==> config.mk <==
export PLATFORM = sky130hd
export DESIGN_NAME = dhcp_reply_option_parser_flat
export DESIGN_NICKNAME = d
export VERILOG_FILES = /design/src/dhcprop_pkg.sv /design/src/dhcprop_if.sv /design/src/dhcprop_out_queue.sv /design/src/dhcp_reply_option_parser.sv /design/src/flat_wrapper.sv
export SDC_FILE = /design/constraint.sdc
export NUM_CORES = 1
export LEC_CHECK = 0
export BUFFER_PORTS_ARGS = -buffer_cell sky130_fd_sc_hd__buf_2
export CORE_ASPECT_RATIO = 0.9
export CORE_UTILIZATION = 30
export CTS_BUF_LIST = sky130_fd_sc_hd__clkbuf_4
export CTS_CLUSTER_DIAMETER = 50
export CTS_CLUSTER_SIZE = 14
export DETAILED_ROUTE_END_ITERATION = 16
export GPL_TIMING_DRIVEN = 0
export PLACE_DENSITY = 0.45
export SLEW_MARGIN = 10
export SYNTH_ARGS = -nofsm -noshare
export SYNTH_HDL_FRONTEND = slang
export SYNTH_SLANG_ARGS = --single-unit
==> constraint.sdc <==
create_clock -name clk_i -period 16.36 [get_ports clk_i]
set_clock_uncertainty 0.05 [all_clocks]
set_input_delay 3.272 -clock clk_i [delete_from_list [all_inputs] [get_ports clk_i]]
set_output_delay 3.272 -clock clk_i [all_outputs]
set_load 0.01 [all_outputs]
==> src/dhcprop_pkg.sv <==
// Shared types and constants for the DHCP reply option parser.
package dhcprop_pkg;

  // Datagram layout
  localparam int unsigned OptStart        = 240;
  localparam int unsigned OptionAreaBytes = 256;
  localparam int unsigned OptLimit        = OptStart + OptionAreaBytes;
  localparam int unsigned PosW            = 9;
  localparam logic [PosW-1:0] PosMax      = 9'd511;
  localparam logic [31:0] MagicCookie     = 32'h6382_5363;

  // Option codes
  localparam logic [7:0] OptPad      = 8'd0;
  localparam logic [7:0] OptSubnet   = 8'd1;
  localparam logic [7:0] OptRouter   = 8'd3;
  localparam logic [7:0] OptDns      = 8'd6;
  localparam logic [7:0] OptMsgType  = 8'd53;
  localparam logic [7:0] OptServerId = 8'd54;
  localparam logic [7:0] OptEnd      = 8'd255;

  // Message type values accepted into the summary
  localparam logic [7:0] MsgFirst = 8'd1;
  localparam logic [7:0] MsgLast  = 8'd5;

  // Record kinds
  localparam logic [1:0] KindRouter  = 2'd0;
  localparam logic [1:0] KindDns     = 2'd1;
  localparam logic [1:0] KindSummary = 2'd2;

  // Summary status codes
  localparam logic [1:0] StatOk       = 2'd0;
  localparam logic [1:0] StatShort    = 2'd1;
  localparam logic [1:0] StatBadCook  = 2'd2;
  localparam logic [1:0] StatNoEnd    = 2'd3;

  // Result queue
  localparam int unsigned QueueDepth = 4;
  localparam int unsigned QPtrW      = 2;

  typedef enum logic [1:0] {
    PHASE_TYPE   = 2'd0,
    PHASE_LENGTH = 2'd1,
    PHASE_VALUE  = 2'd2
  } phase_e;

  typedef struct packed {
    logic [1:0]  record_kind;
    logic [31:0] ip_value;
    logic [31:0] subnet_mask;
    logic [31:0] server_id;
    logic [2:0]  message_kind;
    logic [1:0]  parse_status;
    logic        last_of_run;
  } rec_t;

  typedef struct packed {
    logic [1:0] cnt;
    rec_t       first;
    rec_t       second;
  } push_t;

endpackage

==> src/dhcprop_if.sv <==
// Valid/ready channel interfaces for datagram bytes and parser results.
interface dhcprop_in_if;
  logic       valid;
  logic       ready;
  logic [7:0] data_byte;
  logic       last_byte;

  modport source (output valid, data_byte, last_byte, input ready);
  modport sink   (input valid, data_byte, last_byte, output ready);
endinterface

interface dhcprop_out_if;
  logic        valid;
  logic        ready;
  logic [1:0]  record_kind;
  logic [31:0] ip_value;
  logic [31:0] subnet_mask;
  logic [31:0] server_id;
  logic [2:0]  message_kind;
  logic [1:0]  parse_status;
  logic        last_of_run;

  modport source (output valid, record_kind, ip_value, subnet_mask, server_id,
                  message_kind, parse_status, last_of_run, input ready);
  modport sink   (input valid, record_kind, ip_value, subnet_mask, server_id,
                  message_kind, parse_status, last_of_run, output ready);
endinterface

==> src/dhcprop_out_queue.sv <==
// Result queue: takes up to two records per cycle, hands out one per transfer.
module dhcprop_out_queue (
  input  logic                  clk_i,
  input  logic                  rst_ni,
  input  dhcprop_pkg::push_t    push_i,
  output logic                  room_o,
  dhcprop_out_if.source         out_o
);

  dhcprop_pkg::rec_t                 mem_q [dhcprop_pkg::QueueDepth];
  logic [dhcprop_pkg::QPtrW-1:0]     wr_q, wr_d, rd_q, rd_d;
  logic [dhcprop_pkg::QPtrW:0]       cnt_q, cnt_d;
  logic                              pop;
  dhcprop_pkg::rec_t                 head;

  assign pop = out_o.valid & out_o.ready;

  // Write incoming records at the tail
  always_ff @(posedge clk_i) begin
    if (push_i.cnt != 2'd0) begin
      mem_q[wr_q] <= push_i.first;
    end
    if (push_i.cnt == 2'd2) begin
      mem_q[wr_q + dhcprop_pkg::QPtrW'(1)] <= push_i.second;
    end
  end

  // Advance pointers and fill count
  always_comb begin
    wr_d  = wr_q + dhcprop_pkg::QPtrW'(push_i.cnt);
    rd_d  = pop ? rd_q + dhcprop_pkg::QPtrW'(1) : rd_q;
    cnt_d = cnt_q + (dhcprop_pkg::QPtrW+1)'(push_i.cnt)
                  - (dhcprop_pkg::QPtrW+1)'(pop);
  end

  always_ff @(posedge clk_i or negedge rst_ni) begin
    if (!rst_ni) begin
      wr_q  <= '0;
      rd_q  <= '0;
      cnt_q <= '0;
    end else begin
      wr_q  <= wr_d;
      rd_q  <= rd_d;
      cnt_q <= cnt_d;
    end
  end

  // Accept a new byte only while two slots are free
  assign room_o = cnt_q <= (dhcprop_pkg::QPtrW+1)'(dhcprop_pkg::QueueDepth - 2);

  // Drive the head record
  assign head               = mem_q[rd_q];
  assign out_o.valid        = cnt_q != '0;
  assign out_o.record_kind  = head.record_kind;
  assign out_o.ip_value     = head.ip_value;
  assign out_o.subnet_mask  = head.subnet_mask;
  assign out_o.server_id    = head.server_id;
  assign out_o.message_kind = head.message_kind;
  assign out_o.parse_status = head.parse_status;
  assign out_o.last_of_run  = head.last_of_run;

endmodule

==> src/dhcp_reply_option_parser.sv <==
// Top level: DHCP reply header capture, option walk and result generation.
//
//  channel | dir | payload                                   | transfer when
//  in_i    | in  | data_byte, last_byte                      | valid & ready
//  out_o   | out | record_kind, ip_value, subnet_mask,       | valid & ready
//          |     | server_id, message_kind, parse_status,    |
//          |     | last_of_run                               |
//
// One byte is taken per cycle while in_i.ready is high (two free queue
// slots); its state update completes at that edge and its records (at most
// two) enter the four-entry queue, so a record can leave the cycle after
// its byte. A stalled sink holds the input after three or four records.
// Reset is asynchronous and clears all parse state and the queue.
module dhcp_reply_option_parser (
  input  logic           clk_i,
  input  logic           rst_ni,
  dhcprop_in_if.sink     in_i,
  dhcprop_out_if.source  out_o
);

  logic                                  accept;
  logic                                  room;
  logic [dhcprop_pkg::PosW-1:0]          pos_q, pos_d;
  dhcprop_pkg::phase_e                   phase_q, phase_d;
  logic [7:0]                            code_q, code_d;
  logic [7:0]                            len_q, len_d;
  logic [7:0]                            cnt_q, cnt_d;
  logic [31:0]                           shift_q, shift_d;
  logic [31:0]                           offer_q, offer_d;
  logic [31:0]                           cookie_q, cookie_d;
  logic [31:0]                           subnet_q, subnet_d;
  logic [31:0]                           server_q, server_d;
  logic [2:0]                            msg_q, msg_d;
  logic                                  end_q, end_d;
  logic                                  in_opt;
  logic                                  len_ok;
  logic [7:0]                            b;
  logic [7:0]                            cnt_inc;
  logic [31:0]                           shift_inc;
  logic                                  addr_valid;
  logic [1:0]                            status;
  dhcprop_pkg::rec_t                     addr_rec, sum_rec;
  dhcprop_pkg::push_t                    push;

  assign accept = in_i.valid & in_i.ready;
  assign in_i.ready = room;
  assign b = in_i.data_byte;

  assign in_opt = (pos_q >= dhcprop_pkg::PosW'(dhcprop_pkg::OptStart))
               && (pos_q < dhcprop_pkg::PosW'(dhcprop_pkg::OptLimit))
               && (cookie_q == dhcprop_pkg::MagicCookie) && !end_q;

  assign cnt_inc   = cnt_q + 8'd1;
  assign shift_inc = {shift_q[23:0], b};

  // Check the option length against its code
  always_comb begin
    case (code_q)
      dhcprop_pkg::OptSubnet,
      dhcprop_pkg::OptServerId: len_ok = (len_q == 8'd4);
      dhcprop_pkg::OptMsgType:  len_ok = (len_q == 8'd1);
      dhcprop_pkg::OptRouter,
      dhcprop_pkg::OptDns:      len_ok = (len_q[1:0] == 2'b00);
      default:                  len_ok = 1'b0;
    endcase
  end

  // Next parse phase
  always_comb begin
    phase_d = phase_q;
    if (in_opt) begin
      case (phase_q)
        dhcprop_pkg::PHASE_TYPE: begin
          if (b != dhcprop_pkg::OptEnd && b != dhcprop_pkg::OptPad) begin
            phase_d = dhcprop_pkg::PHASE_LENGTH;
          end
        end
        dhcprop_pkg::PHASE_LENGTH: begin
          phase_d = (b == 8'd0) ? dhcprop_pkg::PHASE_TYPE : dhcprop_pkg::PHASE_VALUE;
        end
        dhcprop_pkg::PHASE_VALUE: begin
          if (cnt_inc >= len_q) begin
            phase_d = dhcprop_pkg::PHASE_TYPE;
          end
        end
        default: phase_d = dhcprop_pkg::PHASE_TYPE;
      endcase
    end
    if (in_i.last_byte) begin
      phase_d = dhcprop_pkg::PHASE_TYPE;
    end
  end

  // Datapath updates and records for one byte
  always_comb begin
    pos_d      = (pos_q < dhcprop_pkg::PosMax) ? pos_q + dhcprop_pkg::PosW'(1) : pos_q;
    code_d     = code_q;
    len_d      = len_q;
    cnt_d      = cnt_q;
    shift_d    = shift_q;
    offer_d    = offer_q;
    cookie_d   = cookie_q;
    subnet_d   = subnet_q;
    server_d   = server_q;
    msg_d      = msg_q;
    end_d      = end_q;
    addr_valid = 1'b0;

    if (pos_q inside {[9'd16:9'd19]}) begin
      offer_d = {offer_q[23:0], b};
    end else if (pos_q inside {[9'd236:9'd239]}) begin
      cookie_d = {cookie_q[23:0], b};
    end else if (in_opt) begin
      case (phase_q)
        dhcprop_pkg::PHASE_TYPE: begin
          if (b == dhcprop_pkg::OptEnd) begin
            end_d = 1'b1;
          end else if (b != dhcprop_pkg::OptPad) begin
            code_d = b;
          end
        end
        dhcprop_pkg::PHASE_LENGTH: begin
          len_d   = b;
          cnt_d   = 8'd0;
          shift_d = 32'd0;
        end
        dhcprop_pkg::PHASE_VALUE: begin
          shift_d = shift_inc;
          cnt_d   = cnt_inc;
          if (len_ok) begin
            if ((code_q == dhcprop_pkg::OptRouter || code_q == dhcprop_pkg::OptDns)
                && cnt_inc[1:0] == 2'b00) begin
              addr_valid = 1'b1;
            end else if (cnt_inc == len_q) begin
              if (code_q == dhcprop_pkg::OptSubnet) begin
                subnet_d = shift_inc;
              end else if (code_q == dhcprop_pkg::OptServerId) begin
                server_d = shift_inc;
              end else if (code_q == dhcprop_pkg::OptMsgType
                           && b >= dhcprop_pkg::MsgFirst && b <= dhcprop_pkg::MsgLast) begin
                msg_d = b[2:0];
              end
            end
          end
        end
        default: ;
      endcase
    end

    // Summary status from the updated header state
    if (pos_q < dhcprop_pkg::PosW'(dhcprop_pkg::OptStart)) begin
      status = dhcprop_pkg::StatShort;
    end else if (cookie_d != dhcprop_pkg::MagicCookie) begin
      status = dhcprop_pkg::StatBadCook;
    end else if (!end_d) begin
      status = dhcprop_pkg::StatNoEnd;
    end else begin
      status = dhcprop_pkg::StatOk;
    end

    addr_rec              = '0;
    addr_rec.record_kind  = (code_q == dhcprop_pkg::OptRouter) ? dhcprop_pkg::KindRouter
                                                               : dhcprop_pkg::KindDns;
    addr_rec.ip_value     = shift_inc;
    addr_rec.last_of_run  = !in_i.last_byte;

    sum_rec.record_kind   = dhcprop_pkg::KindSummary;
    sum_rec.ip_value      = offer_d;
    sum_rec.subnet_mask   = subnet_d;
    sum_rec.server_id     = server_d;
    sum_rec.message_kind  = msg_d;
    sum_rec.parse_status  = status;
    sum_rec.last_of_run   = 1'b1;

    // Drop all parse state at the end of a datagram
    if (in_i.last_byte) begin
      pos_d    = '0;
      code_d   = '0;
      len_d    = '0;
      cnt_d    = '0;
      shift_d  = '0;
      offer_d  = '0;
      cookie_d = '0;
      subnet_d = '0;
      server_d = '0;
      msg_d    = '0;
      end_d    = 1'b0;
    end
  end

  // Pack the records for the queue
  always_comb begin
    push.first  = addr_valid ? addr_rec : sum_rec;
    push.second = sum_rec;
    if (!accept) begin
      push.cnt = 2'd0;
    end else begin
      push.cnt = 2'(addr_valid) + 2'(in_i.last_byte);
    end
  end

  always_ff @(posedge clk_i or negedge rst_ni) begin
    if (!rst_ni) begin
      pos_q    <= '0;
      phase_q  <= dhcprop_pkg::PHASE_TYPE;
      code_q   <= '0;
      len_q    <= '0;
      cnt_q    <= '0;
      shift_q  <= '0;
      offer_q  <= '0;
      cookie_q <= '0;
      subnet_q <= '0;
      server_q <= '0;
      msg_q    <= '0;
      end_q    <= 1'b0;
    end else if (accept) begin
      pos_q    <= pos_d;
      phase_q  <= phase_d;
      code_q   <= code_d;
      len_q    <= len_d;
      cnt_q    <= cnt_d;
      shift_q  <= shift_d;
      offer_q  <= offer_d;
      cookie_q <= cookie_d;
      subnet_q <= subnet_d;
      server_q <= server_d;
      msg_q    <= msg_d;
      end_q    <= end_d;
    end
  end

  dhcprop_out_queue u_queue (
    .clk_i  (clk_i),
    .rst_ni (rst_ni),
    .push_i (push),
    .room_o (room),
    .out_o  (out_o)
  );

`ifndef SYNTHESIS
  a_last_restarts: assert property (@(posedge clk_i) disable iff (!rst_ni)
    accept && in_i.last_byte |=> pos_q == '0 && phase_q == dhcprop_pkg::PHASE_TYPE && !end_q)
    else $error("parse state not cleared after final byte");

  a_end_in_type: assert property (@(posedge clk_i) disable iff (!rst_ni)
    end_q |-> phase_q == dhcprop_pkg::PHASE_TYPE)
    else $error("end option seen while inside an option");

  a_addr_in_value: assert property (@(posedge clk_i) disable iff (!rst_ni)
    addr_valid |-> phase_q == dhcprop_pkg::PHASE_VALUE && in_opt)
    else $error("address record outside an option value");

  a_push_two_last: assert property (@(posedge clk_i) disable iff (!rst_ni)
    push.cnt == 2'd2 |-> in_i.last_byte && addr_valid)
    else $error("two records without a final address byte");
`endif

endmodule
==> src/flat_wrapper.sv <==
// flat-port wrapper written by rule: the top's interface ports become plain ports
module dhcp_reply_option_parser_flat 
  (clk_i, rst_ni, in_i_valid, in_i_data_byte, in_i_last_byte, in_i_ready, out_o_valid, out_o_record_kind, out_o_ip_value, out_o_subnet_mask, out_o_server_id, out_o_message_kind, out_o_parse_status, out_o_last_of_run, out_o_ready);
  dhcprop_in_if in_i_i ();
  dhcprop_out_if out_o_i ();
  input  logic clk_i;
  input  logic rst_ni;
  input wire logic [$bits(in_i_i.valid)-1:0] in_i_valid;
  input wire logic [$bits(in_i_i.data_byte)-1:0] in_i_data_byte;
  input wire logic [$bits(in_i_i.last_byte)-1:0] in_i_last_byte;
  output wire logic [$bits(in_i_i.ready)-1:0] in_i_ready;
  output wire logic [$bits(out_o_i.valid)-1:0] out_o_valid;
  output wire logic [$bits(out_o_i.record_kind)-1:0] out_o_record_kind;
  output wire logic [$bits(out_o_i.ip_value)-1:0] out_o_ip_value;
  output wire logic [$bits(out_o_i.subnet_mask)-1:0] out_o_subnet_mask;
  output wire logic [$bits(out_o_i.server_id)-1:0] out_o_server_id;
  output wire logic [$bits(out_o_i.message_kind)-1:0] out_o_message_kind;
  output wire logic [$bits(out_o_i.parse_status)-1:0] out_o_parse_status;
  output wire logic [$bits(out_o_i.last_of_run)-1:0] out_o_last_of_run;
  input wire logic [$bits(out_o_i.ready)-1:0] out_o_ready;
  assign in_i_i.valid = in_i_valid;
  assign in_i_i.data_byte = in_i_data_byte;
  assign in_i_i.last_byte = in_i_last_byte;
  assign in_i_ready = in_i_i.ready;
  assign out_o_valid = out_o_i.valid;
  assign out_o_record_kind = out_o_i.record_kind;
  assign out_o_ip_value = out_o_i.ip_value;
  assign out_o_subnet_mask = out_o_i.subnet_mask;
  assign out_o_server_id = out_o_i.server_id;
  assign out_o_message_kind = out_o_i.message_kind;
  assign out_o_parse_status = out_o_i.parse_status;
  assign out_o_last_of_run = out_o_i.last_of_run;
  assign out_o_i.ready = out_o_ready;
  dhcp_reply_option_parser u_core (.clk_i(clk_i), .rst_ni(rst_ni), .in_i(in_i_i), .out_o(out_o_i));
endmodule
==> results of run 1 <==
flip-flops by register name, indices dropped and copies added (netlist names), 3 cells and up:
signal,flops
u_core.u_queue.mem_q,416
u_core.cookie_q,32
u_core.offer_q,32
u_core.server_q,32
u_core.subnet_q,32
u_core.shift_q,24
u_core.pos_q,9
u_core.cnt_q,8
u_core.code_q,8
u_core.len_q,8
u_core.msg_q,3
u_core.u_queue.cnt_q,3
metrics by stage:
step                area, um2  instances  util, %  hold slack, ps
floorplan               27600       2146        -           368.1
global placement        29730       3494    32.61           381.7
detailed placement      30160       3512    33.08           386.4
CTS                     31390       3651    34.43           404.7
global route            31410       3657    34.45           436.3
finish                  31410       3657    34.45           409.1
cell usage after synthesis (8+ instances only):
master and n:
o31ai_1 10, nand4_1 15, o22ai_1 57, nand3_1 25, a22o_1 78, clkbuf_1 130
a22oi_1 23, mux4_2 104, edfxtp_1 404, ha_1 16, and2_1 10, buf_2 25
dfxtp_1 12, nor3_1 11, a21oi_1 15, xor2_1 9, nor4_1 9, o21ai_0 129
inv_1 50, buf_1 16, o2bb2ai_1 8, xnor2_1 8, nor2_1 301, mux2i_1 120
o21ai_1 31, dfrtp_1 198, nand2_1 227
power by group:
group          total (mW)  switching (mW)  internal [mW]
Sequential           1.78          0.0382           1.74
Clock                1.04           0.630          0.406
Combinational        1.10           0.684          0.421
worst min-delay path: cells and delay by family (launching register included):
kind	cells	cell delay (ps)
DFF	1	340
and+or+nand+nor	2	90
per-layer routing:
| metal | global-route usage (%) | part of all wire, % | wire [um] | vias to the layer above |
|---|---|---|---|---|
| met3 | 3.192 | 5.4 | 4997 | 124 |
| met2 | 32.20 | 47 | 43340 | 625 |
| met4 | 4.917 | 2.1 | 1926 | 0 |
| met5 | 0 | 0 | 0 | - |
| li1 | - | - | - | 8431 |
| met1 | 27.85 | 46 | 42110 | 9913 |
layout make-up:
| cell class | instances | share of cell area [%] |
|---|---|---|
| clock buffer | 82 | 1.960 |
| timing repair buffer | 136 | 3.119 |
| sequential | 614 | 55.17 |
| buffer | 174 | 2.259 |
| antenna | 6 | 0.04780 |
| tap | 1230 | 4.900 |
| multi-input combinational | 1308 | 30.00 |
| inverter | 50 | 0.5976 |
| clock inverter | 57 | 1.948 |
logic make-up (layout without fill, tap and decap cells):
group,after synthesis,after routing
compound gates,395,395
simple gates,653,653
fa+ha+maj,17,17
buf+inv,224,499
xor+xnor,17,17
mux,226,226
flops,614,614
other cells,0,6
cells in the final DEF (no fill, tap or decap), drive strengths merged, types with 7 or more instances in the layout:
master    instances
nor3             12
xor2              9
clkinvlp         10
a21o              7
xnor2             8
nor4             13
buf             179
nand2b            7
o2bb2ai           8
ha               16
nand3            25
bufinv            8
dfrtp           198
or3               7
a22oi            23
nor2            302
o22ai            57
clkbuf          213
o21ai           160
and2             10
dfxtp            12
a21oi            15
clkinv           19
mux4            104
o31ai            11
a22o             78
mux2i           120
nand4            15
o211ai            7
inv              70
nand2           227
edfxtp          404
path summary, 6_finish.rpt:
path | from | end | slack (ps) | cells past startpoint
worst max-delay path | u_core.u_queue.rd_q[0] | out_o_ip_value[1] | 8740 | 5
max in group asynchronous | rst_ni | u_core.server_q[20] | 12870 | 2
worst max register to register | u_core.pos_q[6] | u_core.u_queue.mem_q[3][55] | 10180 | 13
worst min-delay path | u_core.u_queue.mem_q[1][103] | u_core.u_queue.mem_q[1][103] | 410 | 2
worst min register to register | u_core.u_queue.mem_q[1][103] | u_core.u_queue.mem_q[1][103] | 410 | 2
min in group asynchronous | rst_ni | u_core.cookie_q[28] | 2330 | 1
==> impl_metrics.py, run 1 <==
metrics = {
    "status": {
        "status": "finished with violations",
        "violations": "DRC",
    },
    "sta": {
        "max-slew-margin-rel_pct": 18.97,
        "setup_viol": 0,
        "maxSlewViolCount": 0,
        "setup_ws_ps": 8738,
        "rsz0062_at_grt": "false",
        "worst_pin_slew_ps": 1215,
        "hold_violations": 0,
        "finalCritPeriodShare_pct": 46.59,
        "fmax_mhz": 131.2,
        "min_period_ps": 7622,
        "timing.setup.tns_ps": 0,
    },
    "cts": {
        "cts_buffers": 75,
        "post-cts-setup-buffers": 0,
        "path_clk_slew_ps": 120,
        "cts.sinks": 614,
        "hold_buffers": 0,
        "worstSkewPairLatency_ps": 950,
        "htree_levels": 3,
        "clk_path_buf_depth": 3,
        "cts_root_buf": "clkbuf_4",
        "cts_tree": "yes",
        "post_cts_resized": 0,
    },
    "yosys": {
        "ys_warn_count": 0,
        "synthFlopType": "edfxtp_1",
        "syn_nets": 2176,
        "syn-cell-area_um2": 27600,
        "synth_area_leaders": "edfxtp_1, dfrtp_1, mux4_2",
        "synth_top_family_by_area": "multiplexers",
        "synth_edf_count": 404,
        "synth_xor_area_share_pct": 0.5394,
        "yosys.area_share.simple_pct": 10.28,
        "synth_compound_area_share_pct": 9.456,
        "yosysSeqAreaShare_pct": 62.77,
        "syn_area_per_cell_um2": 12.86,
        "synthDistinctLibCells": 66,
        "yosysTopAreaCell": "edfxtp_1",
        "yosys.area_share.adder_pct": 0.7978,
        "synth.area.mux_share_pct": 12.92,
        "synth-seq-cells": 614,
        "yosys.area.top_type_share_pct": 43.95,
        "ys_async_sr_fraction_pct": 32.25,
        "syn_inst": 2146,
    },
    "drt": {
        "drc_errors": 4,
        "antenna_left": 0,
        "wire_per_inst_um": 25.26,
        "via_per_inst": 5.221,
        "drt_pass1_iterations": 11,
        "finalWirelength_mm": 92.37,
        "first_iter_violations": 1668,
        "vias": 19090,
    },
    "worst_setup_path": {
        "critPathTopFamily": "buffers and inverters",
        "critPathLaunchType": "flip-flop",
        "path_cells": "clkbuf_1 -> buf_1 -> buf_1 -> mux4_2 -> buf_2",
        "crit_path_max_fanout": 10,
        "path_buf_inv": 4,
        "crit_slowest_cell": "buf_1",
        "required_ps": 13040,
        "max_stage_delay_ps": 960,
        "critPathKind": "reg2out",
        "cp-end-kind": "output port",
        "timing.critical_path.arrival_ps": 4300,
        "crit_top_cell": "buf_1",
    },
    "flow_run": {
        "cap_violations": 0,
    },
    "global_routing": {
        "antenna_found_initial": 6,
        "grt_use_total_pct": 19.88,
        "grt_max_degree": 104,
        "grt_pass1_wl_mm": 134.5,
        "grt_pass1_vias": 19190,
        "grt-ovfl-total": 0,
    },
    "floorplan": {
        "die_area_um2": 93230,
        "die_y_um": 289.8,
        "die_w_um": 321.7,
        "start_util_pct": 30.27,
        "placementRows": 105,
        "core_um2": 91170,
        "ios": 119,
    },
    "pwr": {
        "finalPower_mw": 3.920,
        "cellPowerDensity_nw_per_um2": 124.8,
        "ir_worst_vdd_uv": 57.01,
        "p_leak_nw": 11.36,
    },
    "layout": {
        "nFillCells": 9129,
        "multi_input_area_um2": 9423,
        "drive_gt1_share_pct": 17.31,
        "nNetsFinal": 2389,
        "seqCellArea_um2": 17330,
        "area_growth_pct": 13.78,
    },
    "min_path": {
        "hold_class": "reg2reg",
    },
    "placed_design": {
        "dp_slack_ps": 9064,
        "routabilityCongestion": 0.8815,
        "port_buffers": 118,
        "dpl.hpwl_mm": 63.33,
    },
}
No activity file was read; power rests on OpenSTA's default activity.
==> run 2: changes to the inputs <==
Settings changed: ABC_AREA set to 1.
Clock period 16.36 ns to 7.3 ns, I/O delays scaled along.
==> impl_metrics.py, run 2 <==
metrics = {
    "status": {
        "status": "finished clean",
    },
    "floorplan": {
        "ios": 119,
        "die_area_um2": 102800,
        "die_w_um": 337.9,
        "placementRows": 110,
        "die_y_um": 304.3,
        "core_um2": 100300,
        "start_util_pct": 30.36,
    },
    "yosys": {
        "syn_inst": 3479,
        "synth-seq-cells": 614,
        "yosysTopAreaCell": "edfxtp_1",
        "ys_warn_count": 0,
        "syn-cell-area_um2": 30460,
        "synthDistinctLibCells": 43,
        "syn_nets": 3509,
        "yosysSeqAreaShare_pct": 56.88,
        "synth_edf_count": 404,
        "yosys.area.top_type_share_pct": 39.83,
        "synth_area_leaders": "edfxtp_1, dfrtp_1, nand2_1",
        "ys_async_sr_fraction_pct": 32.25,
        "synth_top_cells_by_count": "nand2_1, edfxtp_1, o21ai_0, nor2_1, a21oi_1",
        "synth.most_common_cell": "nand2_1",
        "synthFlopType": "edfxtp_1",
        "syn_area_per_cell_um2": 8.756,
    },
    "drt": {
        "first_iter_violations": 2809,
        "via_per_inst": 5.197,
        "drt_pass1_iterations": 7,
        "antenna_left": 0,
        "finalWirelength_mm": 123.2,
        "drc_errors": 0,
        "vias": 26660,
        "wire_per_inst_um": 24.01,
    },
    "global_routing": {
        "antenna_found_initial": 4,
        "grt_pass1_wl_mm": 176.2,
        "grt_use_total_pct": 23.65,
        "gr-max-usage-layer": "met2",
        "met1_usage_pct": 34.39,
        "use_met2_pct": 34.88,
        "grt_util_met3_pct": 4.894,
        "grt_pass1_vias": 25080,
        "grt_max_degree": 97,
        "grt-ovfl-total": 0,
    },
    "layout": {
        "final_common_cell": "nand2_1",
        "nNetsFinal": 3731,
        "area_growth_pct": 13.59,
        "post-route-util_pct": 34.48,
        "final_cell_area_um2": 34600,
        "largest_register_ff_count": 416,
        "regMostFlops": "u_core.u_queue.mem_q",
        "drive_gt1_share_pct": 10.76,
        "final_cell_mix": "nand2_1, edfxtp_1, o21ai_0",
    },
    "worst_setup_path": {
        "path_cells": "clkbuf_1 -> clkinv_1 -> clkbuf_1 -> buf_8 -> clkbuf_1 -> nor2_1 -> o22ai_1 -> buf_2",
        "max_stage_delay_ps": 1020,
        "required_ps": 5790,
        "critPathTopFamily": "buffers and inverters",
        "crit_top_cell": "clkbuf_1",
        "crit_path_max_fanout": 10,
        "critPathKind": "reg2out",
        "timing.critical_path.arrival_ps": 5160,
        "crit_slowest_cell": "clkinv_1",
        "path_buf_inv": 6,
        "cp-end-kind": "output port",
        "critPathLaunchType": "flip-flop",
    },
    "sta": {
        "worst_pin_slew_ps": 1287,
        "maxSlewViolCount": 0,
        "min_period_ps": 6670,
        "fmax_mhz": 149.9,
        "hold_slack_ps": 318.9,
        "max-slew-margin-rel_pct": 14.18,
        "finalCritPeriodShare_pct": 91.37,
        "hold_violations": 0,
        "rsz0062_at_grt": "false",
        "setup_viol": 0,
    },
    "cts": {
        "post-cts-setup-buffers": 0,
        "htree_levels": 3,
        "path_clk_slew_ps": 140,
        "post_cts_resized": 0,
        "cts.sinks": 614,
        "cts_buffers": 93,
        "hold_buffers": 0,
        "cts_tree": "yes",
        "clk_path_buf_depth": 3,
        "worstSkewPairLatency_ps": 1020,
        "cts_root_buf": "clkbuf_4",
    },
    "min_path": {
        "hold_class": "in2async",
    },
    "placed_design": {
        "dpl.hpwl_mm": 87.13,
        "dpl_cell_area_um2": 33050,
        "port_buffers": 116,
        "routabilityCongestion": 0.9573,
    },
    "flow_run": {
        "cap_violations": 0,
    },
    "pwr": {
        "finalPower_mw": 11.60,
        "p_leak_nw": 13.25,
        "p_sw_share_pct": 44.84,
        "ir_worst_vdd_uv": 125.4,
        "p_clk_share_pct": 23.3,
        "p_comb_share_pct": 38.0,
        "seqPwrFrac_pct": 38.8,
        "intPower_mw": 6.400,
        "cellPowerDensity_nw_per_um2": 335.3,
        "p_sw_mw": 5.203,
    },
}
[run 2: routing by layer]
layer / vias up / routed length [um] / part of all wire, %
li1: 12530 / - / -
met1: 13010 / 56700 / 46
met2: 952 / 53230 / 43
met3: 174 / 9455 / 7.7
met4: 0 / 3805 / 3.1
met5: - / 0 / 0
[run 2: cell type report]
| cell class | count | area, um2 |
|---|---|---|
| Antenna cell | 6 | 15.01 |
| Clock buffer | 98 | 735.7 |
| Sequential cell | 614 | 17330 |
| Buffer | 240 | 1042 |
| Tap cell | 1344 | 1682 |
| Clock inverter | 77 | 795.8 |
| Timing Repair Buffer | 127 | 880.8 |
| Inverter | 269 | 1010 |
| Multi-Input combinational cell | 2356 | 11110 |
| Fill cell | 10490 | 65730 |
[run 2: through the flow]
step | setup TNS (ps) | std cells | setup WS [ps]
global placement | -1209690 | 4939 | -2916
detailed placement | 0 | 4950 | 1475
finish | 0 | 5131 | 630.1
CTS | 0 | 5125 | 426.4
floorplan | 0 | 3479 | 1778
global route | 0 | 5129 | 545.0
[run 2: worst paths after layout]
check | end | start | cells past startpoint | slack (ps)
setup / recovery | out_o_message_kind[0] | u_core.u_queue.rd_q[0] | 8 | 630
hold / removal | u_core.subnet_q[9] | rst_ni | 1 | 320
setup reg to reg | u_core.u_queue.mem_q[2][22] | u_core.pos_q[0] | 21 | 1480
hold reg to reg | u_core.u_queue.mem_q[3][103] | u_core.u_queue.mem_q[3][103] | 2 | 410
max in group asynchronous | u_core.offer_q[26] | rst_ni | 3 | 5660
min in group clk_i | u_core.u_queue.mem_q[3][103] | u_core.u_queue.mem_q[3][103] | 2 | 410
[run 2: power by group through the flow]
stage / Sequential (mW) / Combinational (mW) / Clock, mW
CTS: 4.48 / 4.42 / 2.75
global placement: 4.60 / 4.37 / 0
floorplan: 4.44 / 2.36 / 0
global route: 4.53 / 4.78 / 2.88
finish: 4.50 / 4.41 / 2.70
detailed placement: 4.56 / 4.41 / 0
[run 2: worst register-to-register path, cell delays in order, from the launching register on]
cell     delay (ps)
dfrtp_1         440
ha_1            230
inv_1            80
nand3_2         210
nand4_1         320
nand2_1         200
nor3_1          210
nand3_2         170
buf_4           240
inv_1           170
ha_1            320
inv_1           120
nor2_4          230
nand2_1         160
nor3_2          590
inv_2           190
nand2_4         430
buf_16          320
buf_16          300
o21ai_4         220
buf_2           320
a21oi_1         180
[run 2: cell families after synthesis]
logic type / Yosys count / synth area share [%]
AND/OR/NAND/NOR: 1512 / 20.95
AO/OA/AOI/OAI: 813 / 14.30
flip-flops: 614 / 56.88
buffers and inverters: 509 / 6.737
adder cells (fa/ha/maj): 17 / 0.7229
XOR/XNOR: 14 / 0.4026
==> run 3: changes to the inputs <==
Settings changed: CTS_BUF_LIST sky130_fd_sc_hd__clkbuf_4 to unset, REMOVE_ABC_BUFFERS set to 1.
==> impl_metrics.py, run 3 (same netlist as run 2, synthesis figures left out) <==
metrics = {
    "status": {
        "status": "finished clean",
    },
    "layout": {
        "nNetsFinal": 3556,
        "antenna_cells": 0,
        "regMostFlops": "u_core.u_queue.mem_q",
        "drive_gt1_share_pct": 11.14,
        "post-route-util_pct": 36.51,
        "area_growth_pct": 20.25,
        "final_common_cell": "nand2_1",
        "final_cell_mix": "nand2_1, edfxtp_1, o21ai_0",
        "nFillCells": 10250,
        "largest_register_ff_count": 416,
    },
    "drt": {
        "vias": 25360,
        "via_per_inst": 5.129,
        "finalWirelength_mm": 106.9,
        "antenna_left": 0,
        "drt_pass1_iterations": 5,
        "drc_errors": 0,
        "first_iter_violations": 2062,
        "wire_per_inst_um": 21.62,
    },
    "sta": {
        "setup_ws_ps": 586.0,
        "max-slew-margin-rel_pct": 11.86,
        "min_period_ps": 6714,
        "setup_viol": 0,
        "maxSlewViolCount": 0,
        "timing.setup.tns_ps": 0,
        "worst_pin_slew_ps": 1321,
        "rsz0062_at_grt": "false",
        "finalCritPeriodShare_pct": 91.97,
        "hold_violations": 0,
        "fmax_mhz": 148.9,
    },
    "global_routing": {
        "grt_pass1_vias": 24540,
        "grt_pass1_wl_mm": 161.0,
        "grt_use_total_pct": 20.72,
        "gr-max-usage-layer": "met2",
        "met1_usage_pct": 30.04,
        "antenna_found_initial": 3,
        "use_met2_pct": 32.40,
        "grt-ovfl-total": 0,
        "grt_max_degree": 97,
        "grt_util_met3_pct": 2.320,
    },
    "cts": {
        "htree_levels": 3,
        "worstSkewPairLatency_ps": 650,
        "cts_root_buf": "clkbuf_16",
        "cts_buffers": 86,
        "cts.sinks": 614,
        "clk_path_buf_depth": 3,
        "path_clk_slew_ps": 60,
        "cts_tree": "yes",
    },
    "flow_run": {
        "cap_violations": 0,
    },
    "placed_design": {
        "port_buffers": 118,
        "routabilityCongestion": 0.7833,
        "dpl.hpwl_mm": 66.31,
        "dp_slack_ps": 1.006,
    },
    "worst_setup_path": {
        "max_stage_delay_ps": 550,
        "critPathLaunchType": "flip-flop",
        "timing.critical_path.arrival_ps": 7140,
        "crit_path_max_fanout": 58,
        "critPathTopFamily": "simple AND/OR/NAND/NOR gates",
        "path_buf_inv": 10,
        "cp-end-kind": "flip-flop",
        "path_cells": "ha_1 -> inv_1 -> nand3_2 -> nand3_4 -> nand2_1 -> nor3_1 -> nand3_4 -> buf_16 -> inv_1 -> ha_1 -> inv_1 -> nor2_4 -> nand2_1 -> nor3_4 -> inv_2 -> nand2_4 -> buf_16 -> o21ai_4 -> buf_12 -> buf_16 -> buf_16 -> buf_16 -> a21oi_1",
        "crit_top_cell": "buf_16",
        "critPathKind": "reg2reg",
        "critPathLaunch": "u_core.pos_q[0]",
        "required_ps": 7730,
        "r2r_start": "u_core.pos_q[0]",
        "crit_slowest_cell": "nor3_4",
    },
    "floorplan": {
        "die_w_um": 337.9,
        "start_util_pct": 30.36,
        "ios": 119,
        "die_y_um": 304.3,
        "placementRows": 110,
        "die_area_um2": 102800,
        "core_um2": 100300,
    },
    "pwr": {
        "ir_worst_vdd_uv": 193.9,
        "p_leak_nw": 14.07,
        "finalPower_mw": 13.00,
        "cellPowerDensity_nw_per_um2": 354.9,
    },
    "min_path": {
        "worstHoldStart": "u_core.u_queue.mem_q[1][103]",
        "hold_class": "reg2reg",
    },
}
-- run 3: report_power, final --
part / switching (mW) / internal [mW]
registers: 0.352 / 4.17
clock network: 1.74 / 2.61
logic: 2.90 / 1.22
-- run 3: what timing repair did --
item                       in CTS  in global routing
gates cloned                    0                  1
gates resized for setup         1                  1
hold buffers                    0                  0
pin swaps                       0                  2
setup buffers                   0                  3
setup endpoints to repair       3                 21
-- run 3: through the flow --
step | area [um2] | hold slack (ps) | instances
final | 36630 | 400.2 | 4943
after global routing | 36630 | 422.5 | 4943
after CTS | 36590 | 402.7 | 4939
after detailed placement | 33600 | 386.5 | 4778
after global placement | 31690 | 385.5 | 4701
after floorplan | 29420 | 371.9 | 3239
-- run 3: area by class of cell --
class / count / area (um2) / area share (%)
sequential: 614 / 17330 / 47.32
multi-input combinational: 2357 / 11240 / 30.68
timing repair buffer: 198 / 2371 / 6.473
clock buffer: 102 / 2337 / 6.381
tap: 1344 / 1682 / 4.591
inverter: 269 / 1027 / 2.804
clock inverter: 59 / 639.4 / 1.745
-- run 3: layer usage --
metal,up-vias,wire (um)
met1,12360,49930
li1,12150,-
met3,157,5085
met5,-,17
met4,2,2764
met2,684,49090
-- run 3: final timing paths --
| check | endpoint | slack [ps] | depth (start not counted) |
|---|---|---|---|
| min | u_core.u_queue.mem_q[1][103] | 400 | 2 |
| min reg2reg | u_core.u_queue.mem_q[1][103] | 400 | 2 |
| min in group asynchronous | u_core.subnet_q[2] | 710 | 1 |
| max in group asynchronous | u_core.offer_q[26] | 5280 | 3 |
| max | u_core.u_queue.mem_q[0][67] | 590 | 23 |
| max reg2reg | u_core.u_queue.mem_q[0][67] | 590 | 23 |
-- run 3: worst min-delay path, delay by kind of cell (launching register included) --
family	cells	cell delay, ps
flip-flops	1	300
AND/OR/NAND/NOR	2	100
